===== config.mk =====
export PLATFORM = sky130hd
export DESIGN_NAME = gregorian_date_day_number_converter
export DESIGN_NICKNAME = d
export VERILOG_FILES = /design/src/rtl/gdconv_pkg.sv /design/src/rtl/gdconv_ctrl.sv /design/src/rtl/gdconv_dp.sv /design/src/rtl/gregorian_date_day_number_converter.sv
export SDC_FILE = /design/constraint.sdc
export NUM_CORES = 2
export LEC_CHECK = 0
export ABC_CLOCK_PERIOD_IN_PS = 7400
export BUFFER_PORTS_ARGS = -buffer_cell sky130_fd_sc_hd__buf_2
export CORE_MARGIN = 3
export CORE_UTILIZATION = 55
export DETAILED_ROUTE_END_ITERATION = 12
export PLACE_DENSITY = 0.72
export SYNTH_ARGS = -nofsm -noshare
export SYNTH_HDL_FRONTEND = slang
export SYNTH_HIERARCHICAL = 1
export SYNTH_SLANG_ARGS = --single-unit

===== constraint.sdc =====
create_clock -name clk_i -period 7.4 [get_ports clk_i]
set_clock_uncertainty 0.15 [all_clocks]
set_input_delay 0.74 -clock clk_i [delete_from_list [all_inputs] [get_ports clk_i]]
set_output_delay 0.74 -clock clk_i [all_outputs]
set_load 0.01 [all_outputs]

===== src/rtl/gdconv_pkg.sv =====
// Shared types, constants and calendar tables for the date / day-number converter.
`timescale 1ns / 1ps
package gdconv_pkg;

  localparam int unsigned DayW    = 5;
  localparam int unsigned MonthW  = 4;
  localparam int unsigned YearW   = 14;
  localparam int unsigned SerialW = 22;
  localparam int unsigned DoyW    = 9;
  localparam int unsigned SumW    = SerialW + 1;

  localparam int unsigned BASE_YEAR = 1601;
  localparam int unsigned MAX_YEAR  = 9999;

  localparam logic [YearW-1:0] BaseYearW = YearW'(BASE_YEAR);
  localparam logic [YearW-1:0] MaxYearW  = YearW'(MAX_YEAR);

  // floor(x / 100) = (x * 5243) >> 19, exact for x below 2**14
  localparam logic [12:0] Recip100      = 13'd5243;
  localparam int unsigned Recip100Shift = 19;
  // floor(x / 365) = (x * 5883517) >> 31, exact for x below 2**22
  localparam logic [22:0] Recip365      = 23'd5883517;
  localparam int unsigned Recip365Shift = 31;

  // elaboration only: days in the first n whole years
  function automatic int unsigned days_in_years(input int unsigned n);
    return n * 365 + n / 4 - n / 100 + n / 400;
  endfunction

  localparam logic [SumW-1:0] LastSerial = SumW'(days_in_years(MAX_YEAR - BASE_YEAR + 1));

  typedef enum logic [1:0] {
    STATUS_OK       = 2'd0,
    STATUS_BAD_DATE = 2'd1,
    STATUS_RANGE    = 2'd2
  } status_e;

  typedef enum logic [3:0] {
    CMD_NONE,
    CMD_LOAD,
    CMD_EST,
    CMD_MUL,
    CMD_SUM,
    CMD_STEP,
    CMD_LDIV,
    CMD_LREM,
    CMD_MON,
    CMD_FIN
  } dp_cmd_e;

  typedef enum logic [3:0] {
    ST_IDLE,
    ST_EST,
    ST_MUL,
    ST_SUM,
    ST_STEP,
    ST_LDIV,
    ST_LREM,
    ST_MON,
    ST_FIN
  } ctrl_state_e;

  typedef struct packed {
    logic op;
    logic oor;
    logic loop_more;
    logic mon_more;
    logic out_free;
  } dp_sts_t;

  // days before the first of a month
  function automatic logic [DoyW-1:0] cum_days(input logic leap, input logic [MonthW-1:0] m);
    logic [DoyW-1:0] c;
    unique case (m)
      4'd2:    c = 9'd31;
      4'd3:    c = 9'd59;
      4'd4:    c = 9'd90;
      4'd5:    c = 9'd120;
      4'd6:    c = 9'd151;
      4'd7:    c = 9'd181;
      4'd8:    c = 9'd212;
      4'd9:    c = 9'd243;
      4'd10:   c = 9'd273;
      4'd11:   c = 9'd304;
      4'd12:   c = 9'd334;
      default: c = 9'd0;
    endcase
    if (leap && m >= 4'd3 && m <= 4'd12) begin
      c = c + 9'd1;
    end
    return c;
  endfunction

  function automatic logic [DayW-1:0] month_len(input logic leap, input logic [MonthW-1:0] m);
    logic [DayW-1:0] l;
    unique case (m)
      4'd1, 4'd3, 4'd5, 4'd7, 4'd8, 4'd10, 4'd12: l = 5'd31;
      4'd4, 4'd6, 4'd9, 4'd11:                   l = 5'd30;
      4'd2:                                      l = leap ? 5'd29 : 5'd28;
      default:                                   l = 5'd0;
    endcase
    return l;
  endfunction

endpackage


===== src/rtl/gdconv_ctrl.sv =====
// Sequencer for the converter: walks the datapath through each conversion.
`timescale 1ns / 1ps
module gdconv_ctrl
  import gdconv_pkg::*;
(
  input  logic    clk_i,
  input  logic    rst_ni,
  input  logic    req_valid_i,
  output logic    req_ready_o,
  input  dp_sts_t sts_i,
  output dp_cmd_e cmd_o
);

  ctrl_state_e state_q, state_d;

  always_ff @(posedge clk_i or negedge rst_ni) begin
    if (!rst_ni) begin
      state_q <= ST_IDLE;
    end else begin
      state_q <= state_d;
    end
  end

  always_comb begin
    state_d = state_q;
    unique case (state_q)
      ST_IDLE: begin
        if (req_valid_i) state_d = ST_EST;
      end
      ST_EST: begin
        if (!sts_i.op)     state_d = ST_MUL;
        else if (sts_i.oor) state_d = ST_FIN;
        else                state_d = ST_MUL;
      end
      ST_MUL:  state_d = ST_SUM;
      ST_SUM:  state_d = sts_i.op ? ST_STEP : ST_LDIV;
      // walk the year estimate down until the year start lies before the serial
      ST_STEP: state_d = sts_i.loop_more ? ST_MUL : ST_LDIV;
      ST_LDIV: state_d = ST_LREM;
      ST_LREM: state_d = sts_i.op ? ST_MON : ST_FIN;
      ST_MON:  state_d = sts_i.mon_more ? ST_MON : ST_FIN;
      ST_FIN: begin
        if (sts_i.out_free) state_d = ST_IDLE;
      end
      default: state_d = ST_IDLE;
    endcase
  end

  always_comb begin
    cmd_o       = CMD_NONE;
    req_ready_o = 1'b0;
    unique case (state_q)
      ST_IDLE: begin
        req_ready_o = 1'b1;
        if (req_valid_i) cmd_o = CMD_LOAD;
      end
      ST_EST:  cmd_o = sts_i.op ? CMD_EST : CMD_NONE;
      ST_MUL:  cmd_o = CMD_MUL;
      ST_SUM:  cmd_o = CMD_SUM;
      ST_STEP: cmd_o = CMD_STEP;
      ST_LDIV: cmd_o = CMD_LDIV;
      ST_LREM: cmd_o = CMD_LREM;
      ST_MON:  cmd_o = CMD_MON;
      ST_FIN: begin
        if (sts_i.out_free) cmd_o = CMD_FIN;
      end
      default: cmd_o = CMD_NONE;
    endcase
  end

endmodule


===== src/rtl/gdconv_dp.sv =====
// Datapath: year arithmetic, leap test, month search and the result register.
`timescale 1ns / 1ps
module gdconv_dp
  import gdconv_pkg::*;
(
  input  logic               clk_i,
  input  logic               rst_ni,
  input  dp_cmd_e            cmd_i,
  output dp_sts_t            sts_o,
  input  logic               op_i,
  input  logic [DayW-1:0]    day_i,
  input  logic [MonthW-1:0]  month_i,
  input  logic [YearW-1:0]   year_i,
  input  logic [SerialW-1:0] serial_i,
  output logic               out_valid_o,
  input  logic               out_ready_i,
  output logic [SerialW-1:0] serial_out_o,
  output logic [DayW-1:0]    day_out_o,
  output logic [MonthW-1:0]  month_out_o,
  output logic [YearW-1:0]   year_out_o,
  output status_e            status_o
);

  logic               op_q;
  logic               oor_q;
  logic [DayW-1:0]    day_q;
  logic [MonthW-1:0]  month_q;
  logic [YearW-1:0]   year_q;
  logic [SerialW-1:0] serial_q;
  logic [YearW-1:0]   n_q;
  logic [SumW-1:0]    p365_q;
  logic [7:0]         q100_q;
  logic [SumW-1:0]    dyrs_q;
  logic [7:0]         yq_q;
  logic               leap_q;
  logic [DoyW-1:0]    doy_q;
  logic [MonthW-1:0]  m_q;

  logic               out_valid_q;
  logic [SerialW-1:0] out_serial_q;
  logic [DayW-1:0]    out_day_q;
  logic [MonthW-1:0]  out_month_q;
  logic [YearW-1:0]   out_year_q;
  status_e            out_status_q;

  logic [44:0]        est_prod;
  logic [26:0]        nq_prod;
  logic [26:0]        yq_prod;
  logic [SumW-1:0]    p365;
  logic [SumW-1:0]    dyrs;
  logic [YearW-1:0]   rem100;
  logic               leap;
  logic               oor;
  logic               loop_more;
  logic               mon_more;
  logic               out_free;
  logic [SumW-1:0]    doy_diff;
  logic               date_ok;
  logic [SumW-1:0]    date_sum;
  logic [MonthW-1:0]  m_fin;
  logic [DoyW-1:0]    day_fin;

  assign est_prod = {23'd0, serial_q} * {22'd0, Recip365};
  assign nq_prod  = {13'd0, n_q} * {14'd0, Recip100};
  assign yq_prod  = {13'd0, year_q} * {14'd0, Recip100};
  assign p365     = {9'd0, n_q} * 23'd365;
  assign dyrs     = p365_q + {11'd0, n_q[YearW-1:2]} - {15'd0, q100_q} + {17'd0, q100_q[7:2]};
  assign rem100   = year_q - ({6'd0, yq_q} * 14'd100);
  assign leap     = ((year_q[1:0] == 2'd0) && (rem100 != '0))
                 || ((rem100 == '0) && (yq_q[1:0] == 2'd0));

  assign oor       = (serial_q == '0) || ({1'b0, serial_q} > LastSerial);
  assign loop_more = ({1'b0, serial_q} <= dyrs_q) && (n_q != '0);
  assign mon_more  = (m_q <= 4'd12) && (doy_q > cum_days(leap_q, m_q));
  assign out_free  = !out_valid_q || out_ready_i;
  assign doy_diff  = {1'b0, serial_q} - dyrs_q;

  always_comb begin
    date_ok = (year_q >= BaseYearW) && (year_q <= MaxYearW)
           && (month_q >= 4'd1) && (month_q <= 4'd12)
           && (day_q != '0) && (day_q <= month_len(leap_q, month_q));
    date_sum = dyrs_q + {14'd0, cum_days(leap_q, month_q)} + {18'd0, day_q};
    // a date past the serial width counts as invalid
    date_ok  = date_ok && !date_sum[SumW-1];
    m_fin    = m_q - 4'd1;
    day_fin  = doy_q - cum_days(leap_q, m_fin);
  end

  always_ff @(posedge clk_i) begin
    unique case (cmd_i)
      CMD_LOAD: begin
        op_q     <= op_i;
        day_q    <= day_i;
        month_q  <= month_i;
        year_q   <= year_i;
        serial_q <= serial_i;
        n_q      <= year_i - BaseYearW;
        m_q      <= 4'd2;
      end
      CMD_EST: begin
        n_q   <= est_prod[Recip365Shift +: YearW];
        oor_q <= oor;
      end
      CMD_MUL: begin
        p365_q <= p365;
        q100_q <= nq_prod[Recip100Shift +: 8];
      end
      CMD_SUM: dyrs_q <= dyrs;
      CMD_STEP: begin
        if (loop_more) begin
          n_q <= n_q - 14'd1;
        end else begin
          year_q <= BaseYearW + n_q;
          doy_q  <= doy_diff[DoyW-1:0];
        end
      end
      CMD_LDIV: yq_q <= yq_prod[Recip100Shift +: 8];
      CMD_LREM: leap_q <= leap;
      CMD_MON: begin
        if (mon_more) m_q <= m_q + 4'd1;
      end
      CMD_NONE, CMD_FIN: begin
      end
      default: begin
      end
    endcase
  end

  always_ff @(posedge clk_i or negedge rst_ni) begin
    if (!rst_ni) begin
      out_valid_q <= 1'b0;
    end else if (cmd_i == CMD_FIN) begin
      out_valid_q <= 1'b1;
    end else if (out_ready_i) begin
      out_valid_q <= 1'b0;
    end
  end

  always_ff @(posedge clk_i) begin
    if (cmd_i == CMD_FIN) begin
      out_serial_q <= '0;
      out_day_q    <= '0;
      out_month_q  <= '0;
      out_year_q   <= '0;
      if (!op_q) begin
        if (date_ok) begin
          out_serial_q <= date_sum[SerialW-1:0];
          out_status_q <= STATUS_OK;
        end else begin
          out_status_q <= STATUS_BAD_DATE;
        end
      end else if (oor_q) begin
        out_status_q <= STATUS_RANGE;
      end else begin
        out_day_q    <= day_fin[DayW-1:0];
        out_month_q  <= m_fin;
        out_year_q   <= year_q;
        out_status_q <= STATUS_OK;
      end
    end
  end

  assign sts_o.op        = op_q;
  assign sts_o.oor       = oor;
  assign sts_o.loop_more = loop_more;
  assign sts_o.mon_more  = mon_more;
  assign sts_o.out_free  = out_free;

  assign out_valid_o  = out_valid_q;
  assign serial_out_o = out_serial_q;
  assign day_out_o    = out_day_q;
  assign month_out_o  = out_month_q;
  assign year_out_o   = out_year_q;
  assign status_o     = out_status_q;

  a_fin_sets_valid: assert property (@(posedge clk_i) disable iff (!rst_ni)
    cmd_i == CMD_FIN |=> out_valid_q)
    else $error("result register not loaded after finish");

  a_doy_in_year: assert property (@(posedge clk_i) disable iff (!rst_ni)
    (cmd_i == CMD_FIN) && op_q && !oor_q |-> (doy_q != '0) && (doy_q <= 9'd366))
    else $error("day of year out of range after year search");

  a_ok_one_kind: assert property (@(posedge clk_i) disable iff (!rst_ni)
    out_valid_q && (out_status_q == STATUS_OK) |-> ((out_serial_q != '0) != (out_month_q != '0)))
    else $error("good result carries both or neither of serial and date");

  a_range_zero: assert property (@(posedge clk_i) disable iff (!rst_ni)
    out_valid_q && (out_status_q == STATUS_RANGE)
      |-> (out_year_q == '0) && (out_month_q == '0) && (out_day_q == '0))
    else $error("out-of-range result carries a date");

endmodule


===== src/rtl/gregorian_date_day_number_converter.sv =====
// Top level of the Gregorian date / day-number converter.
`timescale 1ns / 1ps
// Converts a day/month/year triple to a day number (1 January 1601 is day 1)
// and a day number back to a date. One request gives one result.
// Slave channel: tuser carries the op (0 date to number, 1 number to date),
// tdata the day, month, year and serial fields. Master channel: tdata carries
// serial_out, day_out, month_out and year_out, tuser the status.
// Requests are handled one at a time. Date to number steps from accept to the
// result register through an empty estimate slot, a multiply and a sum for the
// whole years, two steps of leap-year test, then the final add and check.
// Number to date runs the estimate, then k passes (1 to 7) of the year search
// loop, which steps the year estimate down through the shared multiply-and-sum
// unit, then the leap-year test and m steps (1 to 12) of the month search, then
// the final step. A serial out of range goes from the estimate straight to the
// final step. The sequencer returns to idle between requests.
// A new request is taken as soon as the previous one sits in the result
// register, even while that result waits for tready. If the receiver stalls
// with a result pending, the next conversion holds in its final step until
// the result register frees up. Reset empties the result register and
// returns the sequencer to idle; nothing else needs clearing.
module gregorian_date_day_number_converter
  import gdconv_pkg::*;
(
  input  logic        clk_i,
  input  logic        rst_ni,
  input  logic        s_axis_tvalid,
  output logic        s_axis_tready,
  input  logic [47:0] s_axis_tdata,   // day[4:0], month[8:5], year[22:9], serial[44:23]
  input  logic        s_axis_tuser,   // op
  output logic        m_axis_tvalid,
  input  logic        m_axis_tready,
  output logic [47:0] m_axis_tdata,   // serial_out[21:0], day_out[26:22], month_out[30:27],
                                      // year_out[44:31]
  output logic [1:0]  m_axis_tuser    // status
);

  dp_cmd_e            cmd;
  dp_sts_t            sts;
  logic [SerialW-1:0] serial_out;
  logic [DayW-1:0]    day_out;
  logic [MonthW-1:0]  month_out;
  logic [YearW-1:0]   year_out;
  status_e            status;

  gdconv_ctrl u_ctrl (
    .clk_i       (clk_i),
    .rst_ni      (rst_ni),
    .req_valid_i (s_axis_tvalid),
    .req_ready_o (s_axis_tready),
    .sts_i       (sts),
    .cmd_o       (cmd)
  );

  gdconv_dp u_dp (
    .clk_i        (clk_i),
    .rst_ni       (rst_ni),
    .cmd_i        (cmd),
    .sts_o        (sts),
    .op_i         (s_axis_tuser),
    .day_i        (s_axis_tdata[4:0]),
    .month_i      (s_axis_tdata[8:5]),
    .year_i       (s_axis_tdata[22:9]),
    .serial_i     (s_axis_tdata[44:23]),
    .out_valid_o  (m_axis_tvalid),
    .out_ready_i  (m_axis_tready),
    .serial_out_o (serial_out),
    .day_out_o    (day_out),
    .month_out_o  (month_out),
    .year_out_o   (year_out),
    .status_o     (status)
  );

  assign m_axis_tdata = {3'd0, year_out, month_out, day_out, serial_out};
  assign m_axis_tuser = status;

endmodule

# After elaboration in Yosys (flattened, before gate mapping)

Memories as Yosys holds them, arrays and structs flattened. A register that Yosys moved wholly into a read port is not among the register bits.
Index checks and enable logic that the tools add are counted.

Memory bits (read-only): 432
Memories kept: 3
Register bits after elaboration: 189
Bits of input ports: 53
Output and inout bits: 52
Word-level logic and storage cells: 169

Memory list:

| memory          | words | width | rd ports | clocked after memory_dff | write ports | line             | RTL |
|---|---|---|---|---|---|---|---|
| (no name shown) | 16    | 9     | 1        | 1                        | 0           | gdconv_pkg.sv:74 | `unique case (m)` |
| (no name shown) | 16    | 9     | 1        | 0                        | 0           | gdconv_pkg.sv:74 |  |
| (no name shown) | 16    | 9     | 1        | 1                        | 0           | gdconv_pkg.sv:74 |  |

Eq/ne operators: 34
Reduce and logical (&&, ||, !) cells: 42
Bitwise operators: 3
Add/sub/neg operators: 16
Multipliers: 5
Magnitude comparators: 13
Muxes and demuxes: 32

Operators with widths:

| kind                                                                   | number |
|---|---|
| 4-bit case mux with 9 select lines                                     | 2 |
| 14-bit by 13-bit multiplier with 27-bit output (second input constant) | 2 |
| 4-bit by 3-bit equality test with 1-bit output (second input constant) | 12 |
| 22-bit by 23-bit multiplier with 45-bit output (second input constant) | 1 |
| 14-bit case mux with 3 select lines                                    | 1 |
| 4-bit two-way mux                                                      | 10 |
| 4-bit equality test (second input constant)                            | 8 |
| 14-bit two-way mux                                                     | 2 |
| 14-bit case mux with 2 select lines                                    | 1 |
| 14-bit nonzero test                                                    | 2 |
| 4-bit by 2-bit equality test with 1-bit output (second input constant) | 6 |
| 23-bit by 12-bit adder with 23-bit output                              | 1 |
| 23-bit by 5-bit adder with 23-bit output                               | 1 |
| 23-bit by 6-bit adder with 23-bit output                               | 1 |
| 23-bit by 9-bit adder with 23-bit output                               | 1 |
| 22-bit by 23-bit less-or-equal comparator with 1-bit output            | 1 |
| 14-bit by 9-bit multiplier with 23-bit output (second input constant)  | 1 |
| 23-bit by 8-bit subtractor with 23-bit output                          | 1 |
| 22-bit greater-than comparator (second input constant)                 | 1 |
| 22-bit zero test                                                       | 1 |
| 9-bit by 1-bit adder with 9-bit output (second input constant)         | 2 |
| 9-bit two-way mux                                                      | 2 |
| 1-bit logical AND                                                      | 16 |
| 5-bit case mux with 3 select lines                                     | 1 |
| 38 further kinds                                                       | 68 |

# Depth between registers and ports, before layout

Depth in word-level cells: 10
Mapped depth: 24
Mapped depth without buffers: 24

# By module

Netlist, hierarchy kept.

By module, submodules not included:

| module                              | instances | sequential area each (um^2) | area each (um^2) | cells each |
|---|---|---|---|---|
| gdconv_dp                           | 1         | 5910.7                      | 31017.2          | 3020 |
| gdconv_ctrl                         | 1         | 100.1                       | 354.1            | 45 |
| gregorian_date_day_number_converter | 1         | 0.0                         | 26.3             | 4 |

# Least setup slack after synthesis

OpenSTA, ideal clock, no wires.

Kind: flip-flop to flip-flop
Start point: reg u_dp.serial_q[20]
End point: reg u_dp.n_q[11] (data pin)
Data arrival time: 6.413 ns
Cell stages (with the launch flop): 25
Buffers on the path: 0
Setup time: 0.266 ns
Path slack: 0.570 ns
Required time: 6.984 ns
Clock period less this slack: 6.830 ns
Cell sequence: edfxtp_1 > fa_1 > xor2_1 > ha_1 > inv_1 > fa_1 > inv_1 > fa_1 > inv_1 > fa_1 > inv_1 > fa_1 > inv_1 > fa_1 > inv_1 > ha_1 > a211oi_2 > o21ai_2 > a2111oi_4 > o211ai_1 > a311oi_4 > a21oi_4 > a41o_1 > a211oi_1 > o31ai_1

Cells in the longest elaborated chain, start to end: 2

Ends and longest elaborated chain:

| element                                        | line             | RTL |
|---|---|---|
| from (decl)                                    | gdconv_dp.sv:29  | `logic [SerialW-1:0] serial_q;` |
| from (signal assigned)                         | gdconv_dp.sv:96  | `serial_q <= serial_i;` |
| 22-bit by 23-bit multiplier with 45-bit output | gdconv_dp.sv:63  | `assign est_prod = {23'd0, serial_q} * {22'd0, Recip365};` |
| 14-bit case mux with 3 select lines            | gdconv_dp.sv:90  | `unique case (cmd_i)` |
| to (signal assigned)                           | gdconv_dp.sv:97  | `n_q <= year_i - BaseYearW;` |
| to (signal assigned)                           | gdconv_dp.sv:101 | `n_q <= est_prod[Recip365Shift +: YearW];` |
| to (signal assigned)                           | gdconv_dp.sv:111 | `n_q <= n_q - 14'd1;` |
| to (decl)                                      | gdconv_dp.sv:30  | `logic [YearW-1:0] n_q;` |

Every way passes these cells.
A chain may end at the register's enable or synchronous reset.

# Final worst setup path

Start point: reg u_dp.serial_q[20]
End point: reg u_dp.n_q[13] (data pin)

Same word-level chain as after synthesis.

==> summary.txt <==
STA
  • Slew @ Worst Pin: 1170 ps
  • Final worst setup slack: 191 ps
  • Period utilization: 0.974
  • Count of final setup violators: 0
  • Final Hold Viols: 0
  • Tmin final: 7210 ps
  • Slew HR: 0.221
  • Final Max Tran Viols: 0
  • FMAX: 139 MHz

Critical path
  • Critical path's top delay family: adder cells
  • Crit start category: flip-flop
  • Peak fanout along the critical path: 6
  • Critical path's most frequent cell: inv_1
  • Crit end category: flip-flop
  • Slowest CP cell: fa_2
  • Critical path required time: 7540 ps
  • Buf/Inv on CP: 7
  • Critical path class: reg -> reg
  • Slowest stage delay, CP: 670 ps
  • Crit path DAT: 7350 ps

Layout
  • Register area: 6010 sq um
  • Multi-input gate area: 22,600 sq um
  • Net count reported at finish: 4,302
  • Most common cell after layout, fill and taps aside: inv_1
  • Most frequent cells in the layout: inv_1, ha_1, fa_1
  • Layout cell share with drive strength beyond 1: 0.0718
  • FILL cells: 4,691
  • Design area: 33,900 sq um
  • Diodes inserted: 0
  • Area delta synth->final: 7.81%
  • Non-Filler Instances: 3,980

Floorplanning
  • Rows: 86
  • Starting density of the core: 0.563
  • I/O Pins: 105
  • Placeable Area: 55,700 sq um
  • DIE HEIGHT: 245 um
  • Die area: 60,000 sq um
  • Die width: 245 um

Min path
  • Hold Path Class: in -> reg

Place
  • Final RePlAce weighted congestion: 0.969
  • Placed Cells incl. Taps: 3,929
  • Placed instance area: 33,000 sq um
  • Setup slack at placement: 47.4 ps
  • PortBufs: 98
  • Post-DP HPWL: 68,300 um

Yosys
  • Mux contribution to synthesized area: 0.00929
  • Register bit total from synthesis: 207
  • Simple-Gate Fraction of Synth Area: 0.0790
  • Syn avg cell area: 10.2 sq um
  • Largest family of logic cells by synthesized area: adder cells
  • Synth Area in Adders: 0.502
  • Post-Synth XOR/XNOR Area: 0.0448
  • Post-synth ARST share: 0.0242
  • Synth Instances: 3,069
  • Library cells used by synthesis: 89
  • Synthesis Warnings: 6
  • Post-synth EDFFs: 184
  • Compound-gate portion of the synthesized area: 0.0826
  • Sequential share of the synthesized area: 0.191
  • Main synth FF type: edfxtp_1
  • Mapped Area: 31,400 sq um

Drt
  • Routed vias: 22,000
  • Antenna-violating nets left: 0
  • Routed wire per std cell: 19.7 um
  • # DRC: 0
  • DR vias/cell: 5.52
  • DR iter-0 viols: 1,459
  • Total Wirelength: 78,500 um
  • Number of detailed-route iterations in the first pass: 8

Outcome
  • Status: finished clean

Flow run
  • Max Cap Violations: 0

Clocking
  • Clock Latency Late Sink: 550 ps
  • CTS Root Buffer Type: clkbuf_16
  • TritonCTS Buffers: 24
  • Clock transition at path regs: 70 ps
  • CTS max path bufs: 3
  • TritonCTS sink count: 207
  • H-tree depth: 1
  • CTS tree: done

Global routing
  • Initial antenna violation count: 1
  • First-pass GRT wire length: 126,000 um
  • GR Overflow Total: 0
  • Total GRT Usage: 0.268
  • Largest net degree at the start of global routing: 36
  • Vias in the first global route: 23,400
## Yosys cell counts (all sizes together), types with 5 or more instances
cell type | n | area, sq um
and3 | 20 | 125
nand3b | 6 | 45.0
nand4 | 33 | 206
a21boi | 10 | 75.1
a211oi | 16 | 130
a221oi | 6 | 52.6
nand2 | 141 | 529
nor3 | 36 | 195
o22ai | 11 | 75.1
clkbuf | 17 | 63.8
o221ai | 8 | 70.1
nor2b | 28 | 175
o31ai | 8 | 60.1
and2 | 8 | 50.1
buf | 14 | 90.1
nor2 | 134 | 503
a31oi | 11 | 83.8
a21oi | 98 | 502
fa | 376 | 7530
inv | 715 | 2680
xor2 | 51 | 447
edfxtp | 184 | 5530
a2111oi | 7 | 86.3
mux2i | 22 | 224
a211o | 8 | 70.1
nand3 | 38 | 190
o21ai | 94 | 474
dfrtp | 5 | 125
a21o | 40 | 300
xnor2 | 107 | 937
o211ai | 9 | 72.6
o21bai | 5 | 37.5
or3 | 10 | 67.6
a31o | 5 | 43.8
o21a | 13 | 97.6
ha | 659 | 8250
dfxtp | 18 | 360
nand4b | 5 | 43.8
or2 | 11 | 68.8
nand2b | 24 | 150
## cells by family after synthesis
| kind of cell | after synthesis |
|---|---|
| adder cells (fa/ha/maj) | 1035 |
| buffers and inverters | 746 |
| AND/OR/NAND/NOR | 509 |
| AO/OA/AOI/OAI | 385 |
| flip-flops | 207 |
| XOR/XNOR | 159 |
| multiplexers | 27 |
| other | 1 |
## layer usage
layer  wire length (um)  track usage  share of wire
met4               2150       0.0688          0.027
met5                  0            0              0
met1              34800        0.365           0.44
met2              37200        0.454           0.47
met3               4380       0.0345          0.056
## cell type report
type	count	area share
tap	748	0.0276
clock buffer	29	0.0183
clock inverter	15	0.00362
timing repair buffer	148	0.0259
sequential	207	0.178
inverter	715	0.0793
multi-input combinational	2118	0.668
## stage by stage
stage               hold slack [ps]  utilization  TNS, ps
global route                    185        0.607     -164
finish                          204        0.607        0
CTS                             173        0.606        0
global placement                412        0.592        0
detailed placement              406        0.592        0
floorplan                       294            -        0
## registers in the layout (all words and copies together) (netlist names), 9 cells and up, named ones only
signal             count
u_dp/year_q           14
u_dp/doy_q             9
u_dp/n_q              14
u_dp/dyrs_q           23
u_dp/serial_out_o     22
u_dp/year_out_o       14
u_dp/p365_q           23
u_dp/serial_q         22
## worst paths after layout
check                           cells after the start  slack [ps]           endpoint         startpoint
worst max register to register                     25         190       u_dp/n_q[13]  u_dp/serial_q[20]
min in group asynchronous                           2         410   u_dp/out_valid_o             rst_ni
max in group asynchronous                           2        6560  u_ctrl/state_q[1]             rst_ni
worst max-delay path                               25         190       u_dp/n_q[13]  u_dp/serial_q[20]
worst min-delay path                                1         200  u_dp/serial_q[14]   s_axis_tdata[37]
worst min register to register                      2         450   u_dp/out_valid_o   u_dp/out_valid_o
## repair_timing
action | CTS | global route
endpoints found under the hold margin | 5 | 0
resized for setup | 0 | 9
endpoints found under the setup margin | 0 | 11
setup buffers | 0 | 6
hold buffers | 1 | 0
Power is not shown: default switching activity piles up to over one toggle a cycle in this logic, so the estimate is an artifact.
